--- src/rtl/rgbled_pkg.sv ---
// ----------------------------------------------------------------------------
// rgbled_pkg
// Shared types, constants and the quarter-wave sine table for the RGB LED
// effect controller.
// ----------------------------------------------------------------------------
package rgbled_pkg;

  localparam int PHASE_BITS   = 16;
  localparam int SINE_ENTRIES = 64;

  localparam int LEVEL_W   = 8;
  localparam int STEP_W    = 16;
  localparam int SINE_W    = 15;
  localparam int U_W       = SINE_W + 1;
  localparam int PROD_W    = U_W + LEVEL_W;
  localparam int OFS_W     = $clog2(SINE_ENTRIES);
  localparam int POS_W     = OFS_W + 2;
  localparam int ROM_AW    = $clog2(SINE_ENTRIES + 1);
  localparam int CFG_IDX_W = 1;
  localparam int CFG_DAT_W = 16;

  localparam longint unsigned Q15_MAX    = 64'd32767;
  localparam longint unsigned LEVEL_DIV  = 2 * Q15_MAX;
  localparam longint unsigned HALF_PI_Q30 = 64'd1686629713;

  // Channel phase offsets of one third and two thirds of a turn
  localparam longint unsigned PHASE_OFF_G = ((64'd1 << PHASE_BITS) + 64'd1) / 3;
  localparam longint unsigned PHASE_OFF_B = ((64'd2 << PHASE_BITS) + 64'd1) / 3;

  localparam logic [LEVEL_W-1:0] PEAK_RESET = LEVEL_W'(50);
  localparam logic [STEP_W-1:0]  STEP_RESET = STEP_W'(522);

  typedef enum logic {
    OP_SET  = 1'b0,
    OP_TICK = 1'b1
  } op_e;

  typedef enum logic [1:0] {
    MODE_OFF    = 2'd0,
    MODE_STEADY = 2'd1,
    MODE_BLINK  = 2'd2,
    MODE_CYCLE  = 2'd3
  } mode_e;

  typedef enum logic [CFG_IDX_W-1:0] {
    REG_PEAK_LEVEL = 1'b0,
    REG_PHASE_STEP = 1'b1
  } cfg_reg_e;

  typedef struct packed {
    logic [LEVEL_W-1:0] blue;
    logic [LEVEL_W-1:0] green;
    logic [LEVEL_W-1:0] red;
  } rgb_t;

  // Q15 sine of k * pi / (2 * SINE_ENTRIES), Q30 Taylor series, rounded
  function automatic logic [SINE_W-1:0] sine_entry(input int unsigned k);
    logic [63:0] x;
    logic [63:0] x2;
    logic [63:0] term;
    logic [63:0] sum;
    logic [63:0] q;
    int unsigned i;
    x    = (64'(k) * HALF_PI_Q30) / SINE_ENTRIES;
    x2   = (x * x) >> 30;
    term = x;
    sum  = x;
    for (i = 1; i <= 7; i++) begin
      term = ((term * x2) >> 30) / 64'((2 * i) * (2 * i + 1));
      if (i[0]) begin
        sum = sum - term;
      end else begin
        sum = sum + term;
      end
    end
    q = (sum * Q15_MAX + (64'd1 << 29)) >> 30;
    if (q > Q15_MAX) begin
      q = Q15_MAX;
    end
    return q[SINE_W-1:0];
  endfunction

  localparam int SINE_TBL_W = (SINE_ENTRIES + 1) * SINE_W;

  function automatic logic [SINE_TBL_W-1:0] build_sine_table();
    logic [SINE_TBL_W-1:0] tbl;
    int unsigned k;
    tbl = '0;
    for (k = 0; k <= SINE_ENTRIES; k++) begin
      tbl[k*SINE_W +: SINE_W] = sine_entry(k);
    end
    return tbl;
  endfunction

  localparam logic [SINE_TBL_W-1:0] SINE_TABLE = build_sine_table();

  // floor((s + 32767) * peak / 65534) for the sine of one phase
  function automatic logic [LEVEL_W-1:0] channel_level(input logic [PHASE_BITS-1:0] ph,
                                                       input logic [LEVEL_W-1:0]    peak);
    logic [POS_W-1:0]  pos;
    logic [1:0]        quad;
    logic [OFS_W-1:0]  ofs;
    logic [ROM_AW-1:0] idx;
    logic [SINE_W-1:0] mag;
    logic [U_W-1:0]    u;
    logic [PROD_W-1:0] prod;
    logic [LEVEL_W-1:0] q0;
    logic [U_W:0]      rem;
    pos  = ph[PHASE_BITS-1 -: POS_W];
    quad = pos[POS_W-1 -: 2];
    ofs  = pos[OFS_W-1:0];
    idx  = quad[0] ? (ROM_AW'(SINE_ENTRIES) - ROM_AW'(ofs)) : ROM_AW'(ofs);
    mag  = SINE_TABLE[idx*SINE_W +: SINE_W];
    u    = quad[1] ? (U_W'(Q15_MAX) - U_W'(mag)) : (U_W'(Q15_MAX) + U_W'(mag));
    prod = PROD_W'(u) * PROD_W'(peak);
    // Divide by 2^U_W first, then correct by one: the divisor is 2^U_W - 2
    q0   = prod[PROD_W-1:U_W];
    rem  = (U_W+1)'(prod[U_W-1:0]) + (U_W+1)'({q0, 1'b0});
    return (rem >= (U_W+1)'(LEVEL_DIV)) ? LEVEL_W'(q0 + 1'b1) : q0;
  endfunction

endpackage

--- src/rtl/rgb_led_effect_controller_core.sv ---
// ----------------------------------------------------------------------------
// rgb_led_effect_controller_core
// RGB LED effect engine: off, steady, blink and sine colour cycle.
// ----------------------------------------------------------------------------
// Throughput: one item per cycle while the master side takes results; the
//   path between the input stage and the result register on the master
//   side is the sine lookup and one 16x8 multiply per channel.
// Reset: mode colour cycle, phase 0, red off, peak_level 50, phase_step 522;
//   both stages empty.
module rgb_led_effect_controller_core
  import rgbled_pkg::*;
(
  input  logic                 clk_i,
  input  logic                 rst_ni,
  // Configuration write channel
  input  logic                 cfg_valid_i,
  output logic                 cfg_ready_o,
  input  logic [CFG_IDX_W-1:0] cfg_index_i,
  input  logic [CFG_DAT_W-1:0] cfg_data_i,
  // Slave side
  input  logic                 s_axis_tvalid,
  output logic                 s_axis_tready,
  input  logic [7:0]           s_axis_tdata,  // [1:0] new_mode, [7:2] zero
  input  logic                 s_axis_tuser,  // [0] operation
  // Master side
  output logic                 m_axis_tvalid,
  input  logic                 m_axis_tready,
  output logic [23:0]          m_axis_tdata   // [7:0] red, [15:8] green, [23:16] blue
);

  // Block state
  logic [LEVEL_W-1:0]    peak_q;
  logic [STEP_W-1:0]     step_q;
  mode_e                 mode_q, mode_d;
  logic [PHASE_BITS-1:0] phase_q, phase_d;
  logic                  red_on_q, red_on_d;

  // Input stage
  logic  s1_valid_q;
  op_e   s1_op_q;
  mode_e s1_mode_q;
  logic  s1_adv;

  // Result stage
  logic  out_valid_q;
  rgb_t  out_data_q;

  // Result of the item held in the input stage
  logic                  res_valid;
  rgb_t                  res_data;
  logic [PHASE_BITS-1:0] base_phase;
  rgb_t                  cycle_rgb;

  // --------------------------------------------------------------------------
  // Configuration: always ready, writes land directly in the registers
  // --------------------------------------------------------------------------
  assign cfg_ready_o = 1'b1;

  always_ff @(posedge clk_i or negedge rst_ni) begin
    if (!rst_ni) begin
      peak_q <= PEAK_RESET;
      step_q <= STEP_RESET;
    end else if (cfg_valid_i) begin
      unique case (cfg_reg_e'(cfg_index_i))
        REG_PEAK_LEVEL: peak_q <= cfg_data_i[LEVEL_W-1:0];
        REG_PHASE_STEP: step_q <= cfg_data_i[STEP_W-1:0];
        default: ;
      endcase
    end
  end

  // --------------------------------------------------------------------------
  // Handshake: the input stage advances whenever the result register is
  // empty or being drained, so only a stalled result blocks the next item
  // --------------------------------------------------------------------------
  assign s1_adv        = s1_valid_q && (!out_valid_q || m_axis_tready);
  assign s_axis_tready = !s1_valid_q || s1_adv;

  always_ff @(posedge clk_i or negedge rst_ni) begin
    if (!rst_ni) begin
      s1_valid_q <= 1'b0;
    end else if (s_axis_tready) begin
      s1_valid_q <= s_axis_tvalid;
    end
  end

  // Payload of the input stage: no reset needed
  always_ff @(posedge clk_i) begin
    if (s_axis_tready && s_axis_tvalid) begin
      s1_op_q   <= op_e'(s_axis_tuser);
      s1_mode_q <= mode_e'(s_axis_tdata[1:0]);
    end
  end

  // --------------------------------------------------------------------------
  // Colour cycle: a mode set starts from phase zero, a tick from the
  // accumulator. Green and blue sit a third and two thirds of a turn ahead.
  // --------------------------------------------------------------------------
  assign base_phase = (s1_op_q == OP_SET) ? '0 : phase_q;

  always_comb begin
    cycle_rgb.red   = channel_level(base_phase, peak_q);
    cycle_rgb.green = channel_level(base_phase + PHASE_BITS'(PHASE_OFF_G), peak_q);
    cycle_rgb.blue  = channel_level(base_phase + PHASE_BITS'(PHASE_OFF_B), peak_q);
  end

  // --------------------------------------------------------------------------
  // Mode handling and next state
  // --------------------------------------------------------------------------
  always_comb begin
    mode_d    = mode_q;
    phase_d   = phase_q;
    red_on_d  = red_on_q;
    res_valid = 1'b0;
    res_data  = '0;
    unique case (s1_op_q)
      OP_SET: begin
        mode_d = s1_mode_q;
        unique case (s1_mode_q)
          MODE_OFF: begin
            res_valid = 1'b1;
          end
          MODE_STEADY: begin
            res_valid      = 1'b1;
            res_data.red   = peak_q;
            res_data.green = peak_q;
            res_data.blue  = peak_q;
          end
          MODE_BLINK: begin
            // Restart blinking dark; nothing to show yet
            red_on_d = 1'b0;
          end
          MODE_CYCLE: begin
            res_valid = 1'b1;
            res_data  = cycle_rgb;
            phase_d   = PHASE_BITS'(step_q);
          end
          default: ;
        endcase
      end
      OP_TICK: begin
        unique case (mode_q)
          MODE_BLINK: begin
            red_on_d     = !red_on_q;
            res_valid    = 1'b1;
            res_data.red = red_on_q ? '0 : peak_q;
          end
          MODE_CYCLE: begin
            res_valid = 1'b1;
            res_data  = cycle_rgb;
            phase_d   = phase_q + PHASE_BITS'(step_q);
          end
          default: ;  // off and steady ignore ticks
        endcase
      end
      default: ;
    endcase
  end

  always_ff @(posedge clk_i or negedge rst_ni) begin
    if (!rst_ni) begin
      mode_q   <= MODE_CYCLE;
      phase_q  <= '0;
      red_on_q <= 1'b0;
    end else if (s1_adv) begin
      mode_q   <= mode_d;
      phase_q  <= phase_d;
      red_on_q <= red_on_d;
    end
  end

  // --------------------------------------------------------------------------
  // Result register: load on advance, drop once the transfer completes
  // --------------------------------------------------------------------------
  always_ff @(posedge clk_i or negedge rst_ni) begin
    if (!rst_ni) begin
      out_valid_q <= 1'b0;
    end else if (s1_adv) begin
      out_valid_q <= res_valid;
    end else if (m_axis_tready) begin
      out_valid_q <= 1'b0;
    end
  end

  always_ff @(posedge clk_i) begin
    if (s1_adv && res_valid) begin
      out_data_q <= res_data;
    end
  end

  assign m_axis_tvalid = out_valid_q;
  assign m_axis_tdata  = out_data_q;

`ifndef ASSERT_OFF
  // A colour-cycle set restarts the accumulator at one step past zero
  a_cycle_set_phase : assert property (@(posedge clk_i) disable iff (!rst_ni)
    s1_adv && s1_op_q == OP_SET && s1_mode_q == MODE_CYCLE
    |=> phase_q == PHASE_BITS'($past(step_q)))
    else $error("phase not restarted on colour-cycle set");

  // An item without a result leaves the result register empty
  a_no_result_empty : assert property (@(posedge clk_i) disable iff (!rst_ni)
    s1_adv && !res_valid |=> !out_valid_q)
    else $error("result shown for an item that has none");

  // Steady shows the same level on all channels
  a_steady_equal : assert property (@(posedge clk_i) disable iff (!rst_ni)
    s1_adv && s1_op_q == OP_SET && s1_mode_q == MODE_STEADY
    |=> out_valid_q && m_axis_tdata[7:0] == m_axis_tdata[15:8]
        && m_axis_tdata[7:0] == m_axis_tdata[23:16])
    else $error("steady levels differ");

  // A stalled input stage keeps its item
  a_s1_hold : assert property (@(posedge clk_i) disable iff (!rst_ni)
    s1_valid_q && !s1_adv |=> s1_valid_q && $stable(s1_op_q) && $stable(s1_mode_q))
    else $error("input stage lost a stalled item");
`endif

endmodule

--- config.mk ---
export PLATFORM = sky130hd
export DESIGN_NAME = rgb_led_effect_controller_core
export DESIGN_NICKNAME = d
export VERILOG_FILES = /design/src/rtl/rgbled_pkg.sv /design/src/rtl/rgb_led_effect_controller_core.sv
export SDC_FILE = /design/constraint.sdc
export NUM_CORES = 1
export LEC_CHECK = 0
export BUFFER_PORTS_ARGS = -buffer_cell sky130_fd_sc_hd__buf_2
export CORE_AREA = 2 2 264 266
export CTS_CLUSTER_DIAMETER = 40
export DETAILED_ROUTE_END_ITERATION = 8
export DIE_AREA = 0 0 266 268
export GPL_ROUTABILITY_DRIVEN = 0
export PLACE_DENSITY = 0.53
export SLEW_MARGIN = 20
export SYNTH_ARGS = -nofsm -noshare
export SYNTH_HDL_FRONTEND = slang
export SYNTH_SLANG_ARGS = --single-unit
export TNS_END_PERCENT = 10
--- constraint.sdc ---
create_clock -name clk_i -period 17 [get_ports clk_i]
set_input_delay 3.4 -clock clk_i [delete_from_list [all_inputs] [get_ports clk_i]]
set_output_delay 3.4 -clock clk_i [all_outputs]
set_load 0.005 [all_outputs]
==> implementation parameters <==
Parameter                              Value

Clock network
  Clock tree from TritonCTS    yes
  Number of hold buffers added after CTS    0
  Number of CTS-inserted buffers    9
  Clock root buffer master    sky130_fd_sc_hd__clkbuf_16
  Clock Latency Late Sink    about 420 ps
  H-tree level count    3
  Buffer count from post-CTS setup fixing    0
  Worst-case clock buffer depth    2
  CTS resizes    0
  Clock transition at path regs    70 ps
  Clock Sinks    72

STA
  Final worst path period share    between 90% and 100%
  Max-slew violation count    0
  Clock period minus worst slack    15660 ps
  Unrepaired setup endpoints after global routing    no
  Achievable Freq    ~64 MHz
  Sum Neg Setup Slack    0 ps
  Pin slew with the least headroom to its limit    approximately 1100 ps
  Worst rel slew slack    a little over a quarter
  Clock tree skew after final layout    approximately 40 ps
  Setup-violating endpoint count in the final report    0
  Final Hold Vio Count    0
  Worst Setup Slack, final    1338 ps

Worst setup path
  Critical setup path kind    flop to flop
  Cell with the most instances on the worst path    sky130_fd_sc_hd__ha_1
  Highest net fanout along the worst path    33
  Critical Path Slowest Stage Cell    sky130_fd_sc_hd__dfrtp_1
  Data arrival time of the worst path    15790 ps
  Cell class contributing the biggest share of worst-path delay    simple AND/OR/NAND/NOR gates
  Number of buffers and inverters on the critical path    3
  Required time reported for the critical path endpoint    between 15000 and 20000 ps
  Category of the worst setup path launch point    flop
  Capturing element type of the critical path    flop
  Delay of the slowest critical-path stage    800 ps

Finish
  Fillers    between 6000 and 7000
  Final cell count without fillers    between 4000 and 5000
  Commonest non-fill, non-tap cell in the layout    sky130_fd_sc_hd__inv_1
  Final Net Count    approximately 3600
  Commonest cells after routing, fill and taps aside    sky130_fd_sc_hd__inv_1, sky130_fd_sc_hd__nand2_1, sky130_fd_sc_hd__fa_1
  Area Overhead vs Synth    4.506%
  Number of antenna cells inserted    0
  Share of layout cells above drive strength 1    under 10%
  Area used by multi-input combinational logic    approximately 22000 um^2
  Sequential Area    slightly below 2000 um^2

Place
  Quantity of I/O buffers inserted on ports    50
  Place WS    about 1600 ps
  HPWL Detailed    approximately 57 mm
  Count of placed standard cells including taps    4002

Die
  Top-Level Pins    58
  Core area    between 60000 and 70000 um^2
  FP Rows    between 90 and 100
  Area enclosed by the die boundary    approximately 71000 um^2
  Initial core utilization    between 30% and 40%
  Die width    approximately 270 um
  Vert. Die Dim    268 um

Route
  Number of antenna-violating nets in the routed design    0
  Post-route DRC violation count    0
  Post-DR vias/cell    5.929
  Avg WL per Cell    19.21 um
  Post-detailed-routing wire length    ~77 mm
  Number of design-rule violations left by the first detailed-router iteration    2433
  Total number of vias    around 24000
  First-pass iteration count of the detailed router    6

Global routing
  Overall Global Routing Usage    a little over a fifth
  Initial antenna violation count    0
  Number of global-route vias before repair    between 20000 and 25000
  First-pass GRT wire length    ~130 mm
  Grt ovf    0
  Largest net degree at the start of global routing    61

Run status
  Outcome    complete, no violations

Yosys
  Asr flop ratio synth    between 60% and 70%
  Cell Area, Synth    about 26000 um^2
  Yosys warning total    0
  Seq/Total Area, Yosys    around 7.6%
  Area share of the largest cell type after synthesis    approximately a fifth
  Dominant cells by area after synthesis    sky130_fd_sc_hd__fa_1, sky130_fd_sc_hd__ha_1, sky130_fd_sc_hd__and2_1, sky130_fd_sc_hd__inv_1, sky130_fd_sc_hd__nand2_1
  Top cell type by total area after synthesis    sky130_fd_sc_hd__fa_1
  Synth Flop Type    sky130_fd_sc_hd__dfrtp_1
  Mean post-synth cell area    around 8.0 um^2
  Number of instances in the synthesized netlist    3218
  Synthesized netlist net count    around 3700
  Number of flops mapped to enable cells by yosys    27
  Number of synthesized register bits    72
  Number of distinct standard cells referenced by the synthesized netlist    between 100 and 150

Run
  Max-cap violations    0

Worst hold path
  Hold/Removal Path Class    flop to flop
-- metal layers --
layer  vias up  global-route usage (%)  wire length, um
met1     11660                   28.57            34050
met3       178                   2.905             4505
met2       909                   36.52            35620
met5         -                       0                0
met4         0                   9.277             3015
li1      11080                       -                -
-- stage by stage --
step	utilization [%]	area [um^2]	hold slack, ps
finish	39.47	26930	512.2
global route	39.47	26930	545.6
CTS	39.46	26920	513.8
detailed placement	38.95	26570	499.0
global placement	38.95	26570	494.1
floorplan	-	25770	500.6
-- sequential cells by signal, summed over array words and instances, names as in the netlist --
| name | cells |
|---|---|
| s1_mode_q | 2 |
| mode_q | 2 |
| phase_q | 16 |
| peak_q | 8 |
| s1_op_q | 1 |
| m_axis_tvalid | 1 |
| red_on_q | 1 |
| s1_valid_q | 1 |
| step_q | 16 |
| m_axis_tdata | 24 |
-- logic make-up after synthesis --
| family | count (synthesis) | synth area share [%] |
|---|---|---|
| AO/OA/AOI/OAI | 816 | 22.46 |
| XOR/XNOR | 160 | 5.870 |
| adder cells (fa/ha/maj) | 473 | 30.42 |
| buffers and inverters | 498 | 7.783 |
| flip-flops | 72 | 7.555 |
| multiplexers | 81 | 3.428 |
| other | 1 | 0.01455 |
| AND/OR/NAND/NOR | 1117 | 22.46 |
-- Yosys cell counts (all sizes together) (11+ instances only) --
cell type    n
a31oi       43
and2       190
nand2b      46
o22ai       19
buf         72
nor4        26
o211ai      36
xor2        46
inv        317
and3        24
nor2b       76
o21bai      14
xnor2      110
or3         18
and4        11
a211o       18
nand3       96
nor2       185
fa         256
a21oi      174
o21a        24
ha         217
a211oi      48
o311ai      22
dfrtp       37
nand4       22
o21ai      178
clkbuf     109
nor3        79
nand2      302
o41ai       12
a22oi       14
or2         13
mux2i       42
mux2        38
o31ai       23
a21o        46
a21boi      17
edfxtp      27
-- worst paths after layout --
path,start,slack (ps),end,cells after the start
min in group asynchronous,rst_ni,2970,phase_q[10],1
min reg2reg,peak_q[7],510,peak_q[7],1
max in group asynchronous,rst_ni,13540,peak_q[2],1
max,phase_q[9],1340,m_axis_tdata[15],47
min,peak_q[7],510,peak_q[7],1
max reg2reg,phase_q[9],1340,m_axis_tdata[15],47
-- layout make-up --
| type | instances | share of cell area, % |
|---|---|---|
| inverter | 317 | 4.419 |
| multi-input combinational | 2648 | 81.10 |
| tap | 882 | 4.098 |
| clock buffer | 10 | 0.9292 |
| timing repair buffer | 83 | 1.858 |
| clock inverter | 6 | 0.3578 |
| sequential | 72 | 7.239 |
Power is not shown: default switching activity piles up to over one toggle a cycle in this logic, so the estimate is an artifact.
